<file path="config.mk">
export PLATFORM = sky130hd
export DESIGN_NAME = dual_quadrature_decoder
export DESIGN_NICKNAME = d
export VERILOG_FILES = /design/src/sv/qdd_pkg.sv /design/src/sv/qdd_axis.sv /design/src/sv/dual_quadrature_decoder.sv
export SDC_FILE = /design/constraint.sdc
export NUM_CORES = 1
export LEC_CHECK = 0
export BUFFER_PORTS_ARGS = -buffer_cell sky130_fd_sc_hd__buf_2
export CORE_AREA = 2 2 169 171
export CTS_CLUSTER_DIAMETER = 200
export CTS_CLUSTER_SIZE = 40
export DETAILED_ROUTE_END_ITERATION = 10
export DIE_AREA = 0 0 171 173
export GPL_TIMING_DRIVEN = 0
export HOLD_SLACK_MARGIN = 0.15
export PLACE_DENSITY = 0.63
export SLEW_MARGIN = 40
export SYNTH_ARGS = -nofsm -noshare
export SYNTH_HDL_FRONTEND = slang
export SYNTH_SLANG_ARGS = --single-unit
</file>
<file path="constraint.sdc">
create_clock -name clock -period 4.56 [get_ports clock]
set_clock_uncertainty 0.1 [all_clocks]
set_input_delay 0.912 -clock clock [delete_from_list [all_inputs] [get_ports clock]]
set_output_delay 0.912 -clock clock [all_outputs]
set_load 0.1 [all_outputs]
</file>
<file path="src/sv/qdd_pkg.sv">
package qdd_pkg;

   // Item opcodes.
   typedef enum logic [1:0] {
      OP_SAMPLE  = 2'd0,
      OP_LOAD_AZ = 2'd1,
      OP_LOAD_EL = 2'd2,
      OP_IGNORE  = 2'd3
   } opcode_type;

   // Which rule set an axis follows.
   typedef enum logic {
      AXIS_AZ = 1'b0,
      AXIS_EL = 1'b1
   } axis_kind_type;

   // Noise-rejecting sequence states.
   typedef enum logic [1:0] {
      SEQ_IDLE   = 2'd0,
      SEQ_FIRST  = 2'd1,
      SEQ_SECOND = 2'd2,
      SEQ_ARMED  = 2'd3
   } seq_type;

   // Counter values after reset, before they are cut to the counter width.
   localparam logic [31:0] AZ_RESET_COUNT = 32'd92571;
   localparam logic [31:0] EL_RESET_COUNT = 32'd90;

   // Per-axis controls for one word leaving the input register.
   typedef struct packed {
      logic step_en;
      logic load_en;
      logic a_edge;
      logic b_edge;
      logic a_level;
      logic b_level;
   } axis_ctrl_type;

   // Outcome of one channel edge.
   typedef struct packed {
      seq_type seq;
      logic    count_up;
      logic    count_down;
   } step_type;

   // Applies one edge of channel A or B to an axis sequence.
   function automatic step_type seq_step(axis_kind_type kind, seq_type seq,
                                         logic high, logic is_b);
      step_type r;
      r.seq        = seq;
      r.count_up   = 1'b0;
      r.count_down = 1'b0;
      if (high) begin
         if (seq == SEQ_IDLE) begin
            r.seq = SEQ_FIRST;
         end else if (kind == AXIS_AZ) begin
            r.seq = SEQ_SECOND;
         end else if (seq == SEQ_FIRST) begin
            r.seq = SEQ_SECOND;
         end else begin
            r.seq = SEQ_IDLE;
         end
      end else if (seq == SEQ_SECOND) begin
         r.seq = SEQ_ARMED;
      end else begin
         if (seq == SEQ_ARMED) begin
            // Azimuth counts down on A, elevation counts down on B.
            if ((kind == AXIS_AZ) != is_b) begin
               r.count_down = 1'b1;
            end else begin
               r.count_up = 1'b1;
            end
         end
         r.seq = SEQ_IDLE;
      end
      return r;
   endfunction

endpackage

</file>
<file path="src/sv/qdd_axis.sv">
module qdd_axis #(
   parameter int COUNT_WIDTH = 32
) (
   input  logic                   clock,
   input  logic                   reset,
   input  qdd_pkg::axis_kind_type kind,
   input  logic [COUNT_WIDTH-1:0] reset_count,
   input  qdd_pkg::axis_ctrl_type ctrl,
   input  logic signed [31:0]     load_value,
   output logic signed [31:0]     position_next
);
   import qdd_pkg::*;

   seq_type                       seq_ff;
   seq_type                       seq_in;
   logic signed [COUNT_WIDTH-1:0] counter_ff;
   logic signed [COUNT_WIDTH-1:0] counter_in;
   step_type                      step_a;
   step_type                      step_b;
   logic                          count_up;
   logic                          count_down;

   // Channel A edge first, then channel B from the state A left.
   always_comb begin
      step_a.seq        = seq_ff;
      step_a.count_up   = 1'b0;
      step_a.count_down = 1'b0;
      if (ctrl.a_edge) begin
         step_a = seq_step(kind, seq_ff, ctrl.a_level, 1'b0);
      end
      step_b = step_a;
      step_b.count_up   = 1'b0;
      step_b.count_down = 1'b0;
      if (ctrl.b_edge) begin
         step_b = seq_step(kind, step_a.seq, ctrl.b_level, 1'b1);
      end
      count_up   = step_a.count_up | step_b.count_up;
      count_down = step_a.count_down | step_b.count_down;
   end

   // Next counter and sequence values.
   always_comb begin
      seq_in     = seq_ff;
      counter_in = counter_ff;
      if (ctrl.load_en) begin
         counter_in = COUNT_WIDTH'(load_value);
      end else if (ctrl.step_en) begin
         seq_in = step_b.seq;
         if (count_up) begin
            counter_in = counter_ff + COUNT_WIDTH'(1);
         end else if (count_down) begin
            counter_in = counter_ff - COUNT_WIDTH'(1);
         end
      end
   end

   assign position_next = 32'(counter_in);

   // Sequence state and position counter.
   always_ff @(posedge clock) begin
      if (reset) begin
         seq_ff     <= SEQ_IDLE;
         counter_ff <= reset_count;
      end else begin
         seq_ff     <= seq_in;
         counter_ff <= counter_in;
      end
   end

endmodule

</file>
<file path="src/sv/dual_quadrature_decoder.sv">
// Dual quadrature decoder for an azimuth and an elevation encoder.
// The request channel (req_) carries one word per item: an opcode, the four
// encoder pin levels and a 32-bit signed load value. Opcode sample decodes
// the pin edges of both axes, the load opcodes overwrite one counter, and
// the ignored opcode changes nothing. Every word yields exactly one response
// word on the rsp_ channel with both positions and a load flag.
// A word accepted into the input register is decoded from there into the
// response register once that register is empty or its word is taken, and
// can then be taken from it. One word per cycle is sustained while
// rsp_stall stays low; the figure is set by the single decode step between
// the input register and the response register.
// The input register accepts a word while a response waits, so req_stall
// rises only when both the input and the response registers are full and
// rsp_stall is high. A stalled response holds its value.
// Reset clears both registers, the sequences and the stored pin levels and
// loads the counters with 92571 and 90. The first sample after reset only
// stores the pin levels; no edge is decoded from it.
module dual_quadrature_decoder #(
   parameter int COUNT_WIDTH = 32
) (
   input  logic               clock,
   input  logic               reset,
   input  logic               req_valid,
   output logic               req_stall,
   input  logic [1:0]         req_opcode,
   input  logic               req_az_chan_a,
   input  logic               req_az_chan_b,
   input  logic               req_el_chan_a,
   input  logic               req_el_chan_b,
   input  logic signed [31:0] req_load_value,
   output logic               rsp_valid,
   input  logic               rsp_stall,
   output logic signed [31:0] rsp_az_position,
   output logic signed [31:0] rsp_el_position,
   output logic               rsp_load_ok
);
   import qdd_pkg::*;

   logic               in_valid_ff;
   logic               in_valid_in;
   opcode_type         in_opcode_ff;
   logic [3:0]         in_levels_ff;
   logic signed [31:0] in_load_ff;
   logic [3:0]         last_levels_ff;
   logic [3:0]         last_levels_in;
   logic               primed_ff;
   logic               primed_in;
   logic               rsp_valid_ff;
   logic               rsp_valid_in;
   logic signed [31:0] rsp_az_ff;
   logic signed [31:0] rsp_el_ff;
   logic               rsp_ok_ff;
   logic               advance;
   logic               take;
   logic               fire;
   logic               sample;
   logic               step_en;
   logic [3:0]         diff;
   axis_ctrl_type      az_ctrl;
   axis_ctrl_type      el_ctrl;
   logic signed [31:0] az_next;
   logic signed [31:0] el_next;

   // Handshake: the input register moves on whenever the response register is empty or its word is taken.
   assign advance     = !rsp_valid_ff || !rsp_stall;
   assign req_stall   = in_valid_ff && !advance;
   assign take        = req_valid && !req_stall;
   assign fire        = in_valid_ff && advance;
   assign in_valid_in = take ? 1'b1 : (advance ? 1'b0 : in_valid_ff);
   assign rsp_valid_in = advance ? in_valid_ff : rsp_valid_ff;

   // Edge detection against the previous sample.
   assign sample         = fire && (in_opcode_ff == OP_SAMPLE);
   assign step_en        = sample && primed_ff;
   assign diff           = in_levels_ff ^ last_levels_ff;
   assign last_levels_in = sample ? in_levels_ff : last_levels_ff;
   assign primed_in      = primed_ff || sample;

   // Controls for the two axes.
   always_comb begin
      az_ctrl.step_en = step_en;
      az_ctrl.load_en = fire && (in_opcode_ff == OP_LOAD_AZ);
      az_ctrl.a_edge  = diff[0];
      az_ctrl.b_edge  = diff[1];
      az_ctrl.a_level = in_levels_ff[0];
      az_ctrl.b_level = in_levels_ff[1];
      el_ctrl.step_en = step_en;
      el_ctrl.load_en = fire && (in_opcode_ff == OP_LOAD_EL);
      el_ctrl.a_edge  = diff[2];
      el_ctrl.b_edge  = diff[3];
      el_ctrl.a_level = in_levels_ff[2];
      el_ctrl.b_level = in_levels_ff[3];
   end

   qdd_axis #(
      .COUNT_WIDTH(COUNT_WIDTH)
   ) u_az (
      .clock        (clock),
      .reset        (reset),
      .kind         (AXIS_AZ),
      .reset_count  (COUNT_WIDTH'(AZ_RESET_COUNT)),
      .ctrl         (az_ctrl),
      .load_value   (in_load_ff),
      .position_next(az_next)
   );

   qdd_axis #(
      .COUNT_WIDTH(COUNT_WIDTH)
   ) u_el (
      .clock        (clock),
      .reset        (reset),
      .kind         (AXIS_EL),
      .reset_count  (COUNT_WIDTH'(EL_RESET_COUNT)),
      .ctrl         (el_ctrl),
      .load_value   (in_load_ff),
      .position_next(el_next)
   );

   // Control registers.
   always_ff @(posedge clock) begin
      if (reset) begin
         in_valid_ff    <= 1'b0;
         rsp_valid_ff   <= 1'b0;
         last_levels_ff <= 4'd0;
         primed_ff      <= 1'b0;
      end else begin
         in_valid_ff    <= in_valid_in;
         rsp_valid_ff   <= rsp_valid_in;
         last_levels_ff <= last_levels_in;
         primed_ff      <= primed_in;
      end
   end

   // Input payload register.
   always_ff @(posedge clock) begin
      if (take) begin
         in_opcode_ff <= opcode_type'(req_opcode);
         in_levels_ff <= {req_el_chan_b, req_el_chan_a, req_az_chan_b, req_az_chan_a};
         in_load_ff   <= req_load_value;
      end
   end

   // Response payload register.
   always_ff @(posedge clock) begin
      if (fire) begin
         rsp_az_ff <= az_next;
         rsp_el_ff <= el_next;
         rsp_ok_ff <= (in_opcode_ff == OP_LOAD_AZ) || (in_opcode_ff == OP_LOAD_EL);
      end
   end

   assign rsp_valid       = rsp_valid_ff;
   assign rsp_az_position = rsp_az_ff;
   assign rsp_el_position = rsp_el_ff;
   assign rsp_load_ok     = rsp_ok_ff;

endmodule

</file>
==> results of run 1 <==
## cell families (layout without fill, tap and decap cells)
kind of cell               count (synthesis)  in the layout  synth area share, %
AOI/OAI and AO/OA                        256            256                 18.4
DFF                                      178            178                 47.7
and+or+nand+nor                          445            445                 25.0
buffers and inverters                     93            235                 3.76
adders and majority gates                  7              7                0.910
muxes                                     13             13                 1.38
xor gates and xnor gates                  31             31                 2.82
## worst max-delay path by stage
stage | to | slack [ns] | depth (start not counted)
5_1_grt | rsp_el_position[4] | 0.63 | 10
6_report | rsp_el_position[4] | 0.78 | 10
2_1_floorplan | rsp_az_position[27] | 0.03 | 8
3_5_place_dp | rsp_az_position[19] | 0.69 | 8
4_1_cts | rsp_el_position[4] | 0.92 | 10
3_3_place_gp | rsp_az_position[18] | -2.50 | 8
## critical path, delay by kind of cell, from the launching register on
| family | cells | cell delay (ns) |
|---|---|---|
| AND/OR/NAND/NOR | 6 | 1.92 |
| buffers and inverters | 3 | 1.08 |
| flip-flops | 1 | 0.39 |
| adder cells (fa/ha/maj) | 1 | 0.14 |
## metrics by stage
step	setup TNS, ns	area [µm²]	util, %	setup slack (ns)
after detailed placement	0	10700	38.8	0.687
after global placement	-156.87	10600	38.5	-2.50
final	0	11300	41.0	0.775
after CTS	0	11300	40.9	0.915
after global routing	0	11300	41.0	0.627
after floorplan	0	9630	-	0.0277
## state kept, by name (all words and copies together), names as in the netlist
name	count
in_load_ff	32
rsp_az_position	32
rsp_el_position	32
u_az.counter_ff	32
u_el.counter_ff	32
in_levels_ff	4
last_levels_ff	4
in_opcode_ff	2
u_az.seq_ff	2
u_el.seq_ff	2
in_valid_ff	1
primed_ff	1
rsp_load_ok	1
rsp_valid	1
## cells in the mapped netlist, types with 4 or more instances
| master | number |
|---|---|
| a31oi_1 | 30 |
| nor4_1 | 28 |
| a311oi_1 | 6 |
| clkbuf_1 | 64 |
| a211o_1 | 4 |
| and4_1 | 13 |
| edfxtp_1 | 103 |
| o21a_1 | 4 |
| nor2_1 | 95 |
| xor2_1 | 13 |
| or3_1 | 18 |
| nor2b_1 | 13 |
| inv_1 | 18 |
| a22oi_1 | 7 |
| a32oi_1 | 5 |
| a211oi_1 | 28 |
| dfxtp_1 | 75 |
| mux2i_1 | 11 |
| xnor2_1 | 18 |
| a2111oi_0 | 6 |
| nor3_1 | 34 |
| a41oi_1 | 4 |
| nor3b_1 | 7 |
| buf_1 | 6 |
| nand2_1 | 74 |
| nand4_1 | 30 |
| o21ai_0 | 30 |
| ha_1 | 7 |
| nand2b_1 | 11 |
| and3_1 | 11 |
| or4_1 | 26 |
| nand3_1 | 50 |
| buf_2 | 4 |
| and2_1 | 13 |
| o22ai_1 | 4 |
| o211ai_1 | 19 |
| nand4b_1 | 4 |
| a21oi_1 | 68 |
| o31ai_1 | 5 |
## power by group
group | leakage (nW) | total, mW | switching (mW) | internal [mW]
logic | 1.98 | 0.554 | 0.424 | 0.130
clock network | 0.272 | 1.46 | 0.677 | 0.778
registers | 1.57 | 1.84 | 0.0576 | 1.78
total | 3.82 | 3.85 | 1.16 | 2.69
## cell type report
class	count	area (µm²)
Buffer	75	303
Clock buffer	20	447
Clock inverter	12	124
Fill cell	2821	16300
Inverter	18	67.6
Multi-Input combinational cell	752	4710
Sequential cell	178	4590
Tap cell	378	473
Timing Repair Buffer	110	598
## per-layer routing
layer / global-route usage, % / wire length, µm / up-vias
met3: 4.23 / 2170 / 74
met1: 30.3 / 14400 / 4378
met2: 38.4 / 16400 / 357
li1: - / - / 4226
met4: 8.19 / 1030 / 0
met5: 0 / 0 / -
## placed cells by master (no fill, tap or decap), types with 18 or more instances in the layout
cell type  count
or3_1         18
nand4_1       30
nand3_1       50
nor3_1        34
a21oi_1       67
a31oi_1       30
xnor2_1       18
dfxtp_1       75
a211oi_1      28
nor2_1        95
buf_2        111
edfxtp_1     103
o21ai_0       30
o211ai_1      19
inv_1         18
nand2_1       74
or4_1         26
clkbuf_1      65
nor4_1        26
==> results.cfg, run 1 <==
[logic_synthesis]
synth-main-ff-cell = edfxtp_1
synth_largest_area_cell = edfxtp_1
ys_ff_latch = 178
yosysUniqueCellTypes = 76
syn_inst = 1023
syn-cell-area_mm2 = 0.00962
synth_edf_count = 103
syn_area_per_cell_um2 = 9.41
seq_area_frac_synth_pct = 47.7
synth_fp_nets = 1072
yosysWarnings = 0
synth_area_leaders = edfxtp_1 32%, dfxtp_1 16%, nor2_1 3.7%
synthArstFlopShare_pct = 0
yosysTopAreaCellShare_pct = 32.1

[setup_path]
cp.required_ns = 4.76
r2r_setup_slack_ns = 0.78
reg2reg_depth = 10
r2r-end = rsp_el_position[4]
crit_arrival_ns = 3.98
path_max_fanout = 10
r2r_start = in_opcode_ff[0]
cp-end-kind = flip-flop
startpoint_type = flip-flop
critical_path_class = reg2reg
slowest_delay_ns = 0.64
startpoint = in_opcode_ff[0]
slowest_stage = or4b_2
crit_chain = inv_1, ha_1, clkbuf_1, nand2_1, nor2_1, clkbuf_1, nand2_1, nor2_1, or4b_2, nand3_1

[pwr]
powerDensity_mw_per_mm2 = 340
p_total_mw = 3.85
power_leakage_nw = 3.82
peakVddDrop_uv = 201

[sta]
relSlewSlack_pct = 39.4
worst_pin_slew_ns = 0.909
finalCriticalPeriod_ns = 3.78
fmax_mhz = 264
hold_viol = 0
drv_slew = 0
rsz0062_at_grt = no
post-route-period-util_pct = 83.0
hold_ws_ns = 0.394
setup_viol = 0

[clock_tree]
clock_latency_ns = 0.45
cts_tree = yes
cts_made_buffers = 17
post_cts_resized = 0
root_buffer = clkbuf_16
clockBufferDepth = 2
clock_sinks = 178
h-tree-depth = 4
cts_setup_buffers = 0
clkTransAtPathRegs_ns = 0.07
hold_buffers = 0

[floorplan]
io_pins = 109
start_util_pct = 34.8
fp.coreArea_mm2 = 0.0276
rows = 61
fp.dieH_um = 173
die_w_um = 171
fp.dieArea_mm2 = 0.0296

[global_route]
grt_pass1_vias = 8644
antenna_found_initial = 0
grt_max_degree = 41
grt-ovfl-total = 0
grt_usage_pct = 23.2
grt_pass1_wl_um = 51800

[detailed_routing]
first_pass_iters = 5
drcViolationCount = 0
ant_nets = 0
vias = 9035
viasPerCell = 5.86
drt_iter0_drc = 930
wl_per_cell_um = 22.1
finalWirelength_um = 34000

[cells_and_area]
area_growth_pct = 17.6
nNetsFinal = 1201
n_antenna_cell = 0
drive_gt1_share_pct = 14.4
layoutNonFillerInstCount = 1543

[placement]
routabilityCongestion = 0.939
dp.cells = 1511
portBuffers = 107
dp_hpwl_um = 25300

[worst_hold_path]
hold_start = primed_ff
worstHoldPathType = reg2reg
holdPathEnd = primed_ff
min_path_cells = 2

[status]
outcome = completed

[job]
cap_violations = 0
(Power assumes the default switching activity.)
==> run 2: changes to the inputs <==
--- a/config.mk
+++ b/config.mk
@@ -5,12 +5,13 @@
 export SDC_FILE = /design/constraint.sdc
 export NUM_CORES = 1
 export LEC_CHECK = 0
+export ABC_AREA = 1
 export BUFFER_PORTS_ARGS = -buffer_cell sky130_fd_sc_hd__buf_2
-export CORE_AREA = 2 2 169 171
+export CORE_AREA = 2 2 171 173
 export CTS_CLUSTER_DIAMETER = 200
 export CTS_CLUSTER_SIZE = 40
 export DETAILED_ROUTE_END_ITERATION = 10
-export DIE_AREA = 0 0 171 173
+export DIE_AREA = 0 0 173 175
 export GPL_TIMING_DRIVEN = 0
 export HOLD_SLACK_MARGIN = 0.15
 export PLACE_DENSITY = 0.63
==> constraint.sdc (replaced) <==
create_clock -name clock -period 3.1 [get_ports clock]
set_clock_uncertainty 0.1 [all_clocks]
set_input_delay 0.62 -clock clock [delete_from_list [all_inputs] [get_ports clock]]
set_output_delay 0.62 -clock clock [all_outputs]
set_load 0.1 [all_outputs]
==> results.cfg, run 2 <==
[placement]
portBuffers = 108
place_area_mm2 = 0.0109
routabilityCongestion = 0.939
place_ws_ns = -0.0548
dp_hpwl_um = 23600
dp.cells = 1802

[sta]
setup_ws_ns = 0.209
worst_pin_slew_ns = 0.760
post-route-period-util_pct = 93.3
tns_ns = 0
drv_slew = 0
rsz0062_at_grt = no
finalCriticalPeriod_ns = 2.89
hold_ws_ns = 0.253
relSlewSlack_pct = 49.4
hold_viol = 0
setup_viol = 0
fmax_mhz = 346

[detailed_routing]
ant_nets = 0
wl_per_cell_um = 16.8
viasPerCell = 5.02
vias = 9208
first_pass_iters = 5
drt_iter0_drc = 754
finalWirelength_um = 30800
drcViolationCount = 0

[logic_synthesis]
seq_area_frac_synth_pct = 46.9
yosysUniqueCellTypes = 44
synthArstFlopShare_pct = 0
synth_edf_count = 103
ys_ff_latch = 178
synth_common_cells = 401 x nand2_1, 144 x inv_1, 139 x nor2_1
synth-main-ff-cell = edfxtp_1
yosysWarnings = 0
synth-simple-area-share_pct = 34.3
syn_inst = 1306
synth_xor_area_share_pct = 1.71
synth_fp_nets = 1355
synth_fa_ha_area_share_pct = 0.894
synth_area_leaders = edfxtp_1 32%, nand2_1 15%, dfxtp_1 15%
synth-compound-area-share_pct = 8.35
muxShareOfSynthArea_pct = 0.102
yosysTopAreaCellShare_pct = 31.6
synth_top_family_by_area = simple AND/OR/NAND/NOR gates
syn_area_per_cell_um2 = 7.50
yosysMostFrequentCell = nand2_1
syn-cell-area_mm2 = 0.00980
synth_largest_area_cell = edfxtp_1

[setup_path]
crit_arrival_ns = 2.96
path_max_fanout = 10
slowest_delay_ns = 0.54
crit_top_cell = inv_1
startpoint_type = flip-flop
cp_num_buf_inv = 5
critical_path_class = reg2reg
crit_chain = inv_1, ha_1, inv_1, nor2_1, inv_1, clkbuf_1, clkbuf_1, nand3_1, nand2_1
cp-end-kind = flip-flop
cp.required_ns = 3.17
slowest_stage = nor2_1
crit_family = buffers and inverters

[cells_and_area]
area_growth_pct = 17.9
drive_gt1_share_pct = 14.6
fill_cells = 2957
final_util_pct = 40.7
layoutNonFillerInstCount = 1834
n_antenna_cell = 0
design_area_mm2 = 0.0115
layout_common_cells = 400 x nand2_1, 142 x inv_1, 138 x nor2_1
nNetsFinal = 1486
layout_commonest_cell = nand2_1

[global_route]
grt-ovfl-total = 0
grt_pass1_wl_um = 48100
antenna_found_initial = 1
grt_max_degree = 26
grt_pass1_vias = 8581
grt_usage_pct = 20.5

[clock_tree]
cts_tree = yes
h-tree-depth = 4
clock_sinks = 178
root_buffer = clkbuf_16
clockBufferDepth = 2
clock_latency_ns = 0.44
clkTransAtPathRegs_ns = 0.07
cts_made_buffers = 17
hold_buffers = 0

[floorplan]
fp.dieArea_mm2 = 0.0303
rows = 62
io_pins = 109
die_w_um = 173
fp.dieH_um = 175
start_util_pct = 34.5
fp.coreArea_mm2 = 0.0284

[pwr]
powerDensity_mw_per_mm2 = 494
peakVddDrop_uv = 390
p_total_mw = 5.71
power_leakage_nw = 5.15

[worst_hold_path]
worstHoldPathType = in2reg

[job]
cap_violations = 0

[status]
outcome = completed
## run 2: cell types whose count changed after synthesis, moves of 21 or more
cell / change
inv_1: +126
nor3_1: -22
clkbuf_1: -43
o21ai_0: +21
nor4_1: -28
a211oi_1: -28
or4_1: -26
a31oi_1: -27
nand2_1: +327
nor2_1: +44
nand3_1: +85
## run 2: cell families (layout without fill, tap and decap cells)
logic type                 after synthesis  after routing
and+or+nand+nor                        771            771
DFF                                    178            178
buffers and inverters                  187            331
muxes                                    1              1
adders and majority gates                7              7
AOI/OAI and AO/OA                      145            145
xor gates and xnor gates                17             17
## run 2: what timing repair did
| action | CTS | global route |
|---|---|---|
| setup buffers | 0 | 0 |
| resized for setup | 0 | 2 |
| setup endpoints to repair | 0 | 3 |
## run 2: layout make-up
cell class,instances,area (µm²),area share (%)
inverters,149,563,4.87
clock inverters,13,163,1.41
multi-input cells,941,4450,38.6
plain buffers,38,201,1.74
repair buffers,112,636,5.50
flip-flops and latches,178,4600,39.8
clock buffers,19,454,3.93
well taps,384,480,4.16
## run 2: where the power goes
group          switching (mW)  total [mW]  leakage [nW]  internal [mW]
Clock                    1.03        2.30         0.306           1.27
Sequential             0.0723        2.68          1.58           2.61
Combinational           0.576       0.730          3.27          0.154
Total                    1.68        5.71          5.15           4.03
## run 2: routing by layer
layer	share of wire (%)	GRT usage, %
met5	0.042	0
met4	1.7	5.65
met3	8.0	4.66
met2	42	30.8
met1	48	29.7
## run 2: worst register-to-register path: stages (launching register included)
cell,delay (ns)
edfxtp_1,0.40
inv_1,0.09
ha_1,0.17
inv_1,0.04
nor2_1,0.54
inv_1,0.15
clkbuf_1,0.33
clkbuf_1,0.43
nand3_1,0.25
nand2_1,0.12
## run 2: worst paths after layout
check                                      endpoint              start  cells past startpoint  slack (ns)
worst max-delay path            rsp_el_position[19]    in_opcode_ff[0]                      9        0.21
worst min-delay path                in_opcode_ff[1]      req_opcode[1]                      1        0.25
worst max register to register  rsp_el_position[19]    in_opcode_ff[0]                      9        0.21
worst min register to register    last_levels_ff[3]  last_levels_ff[3]                      2        0.37
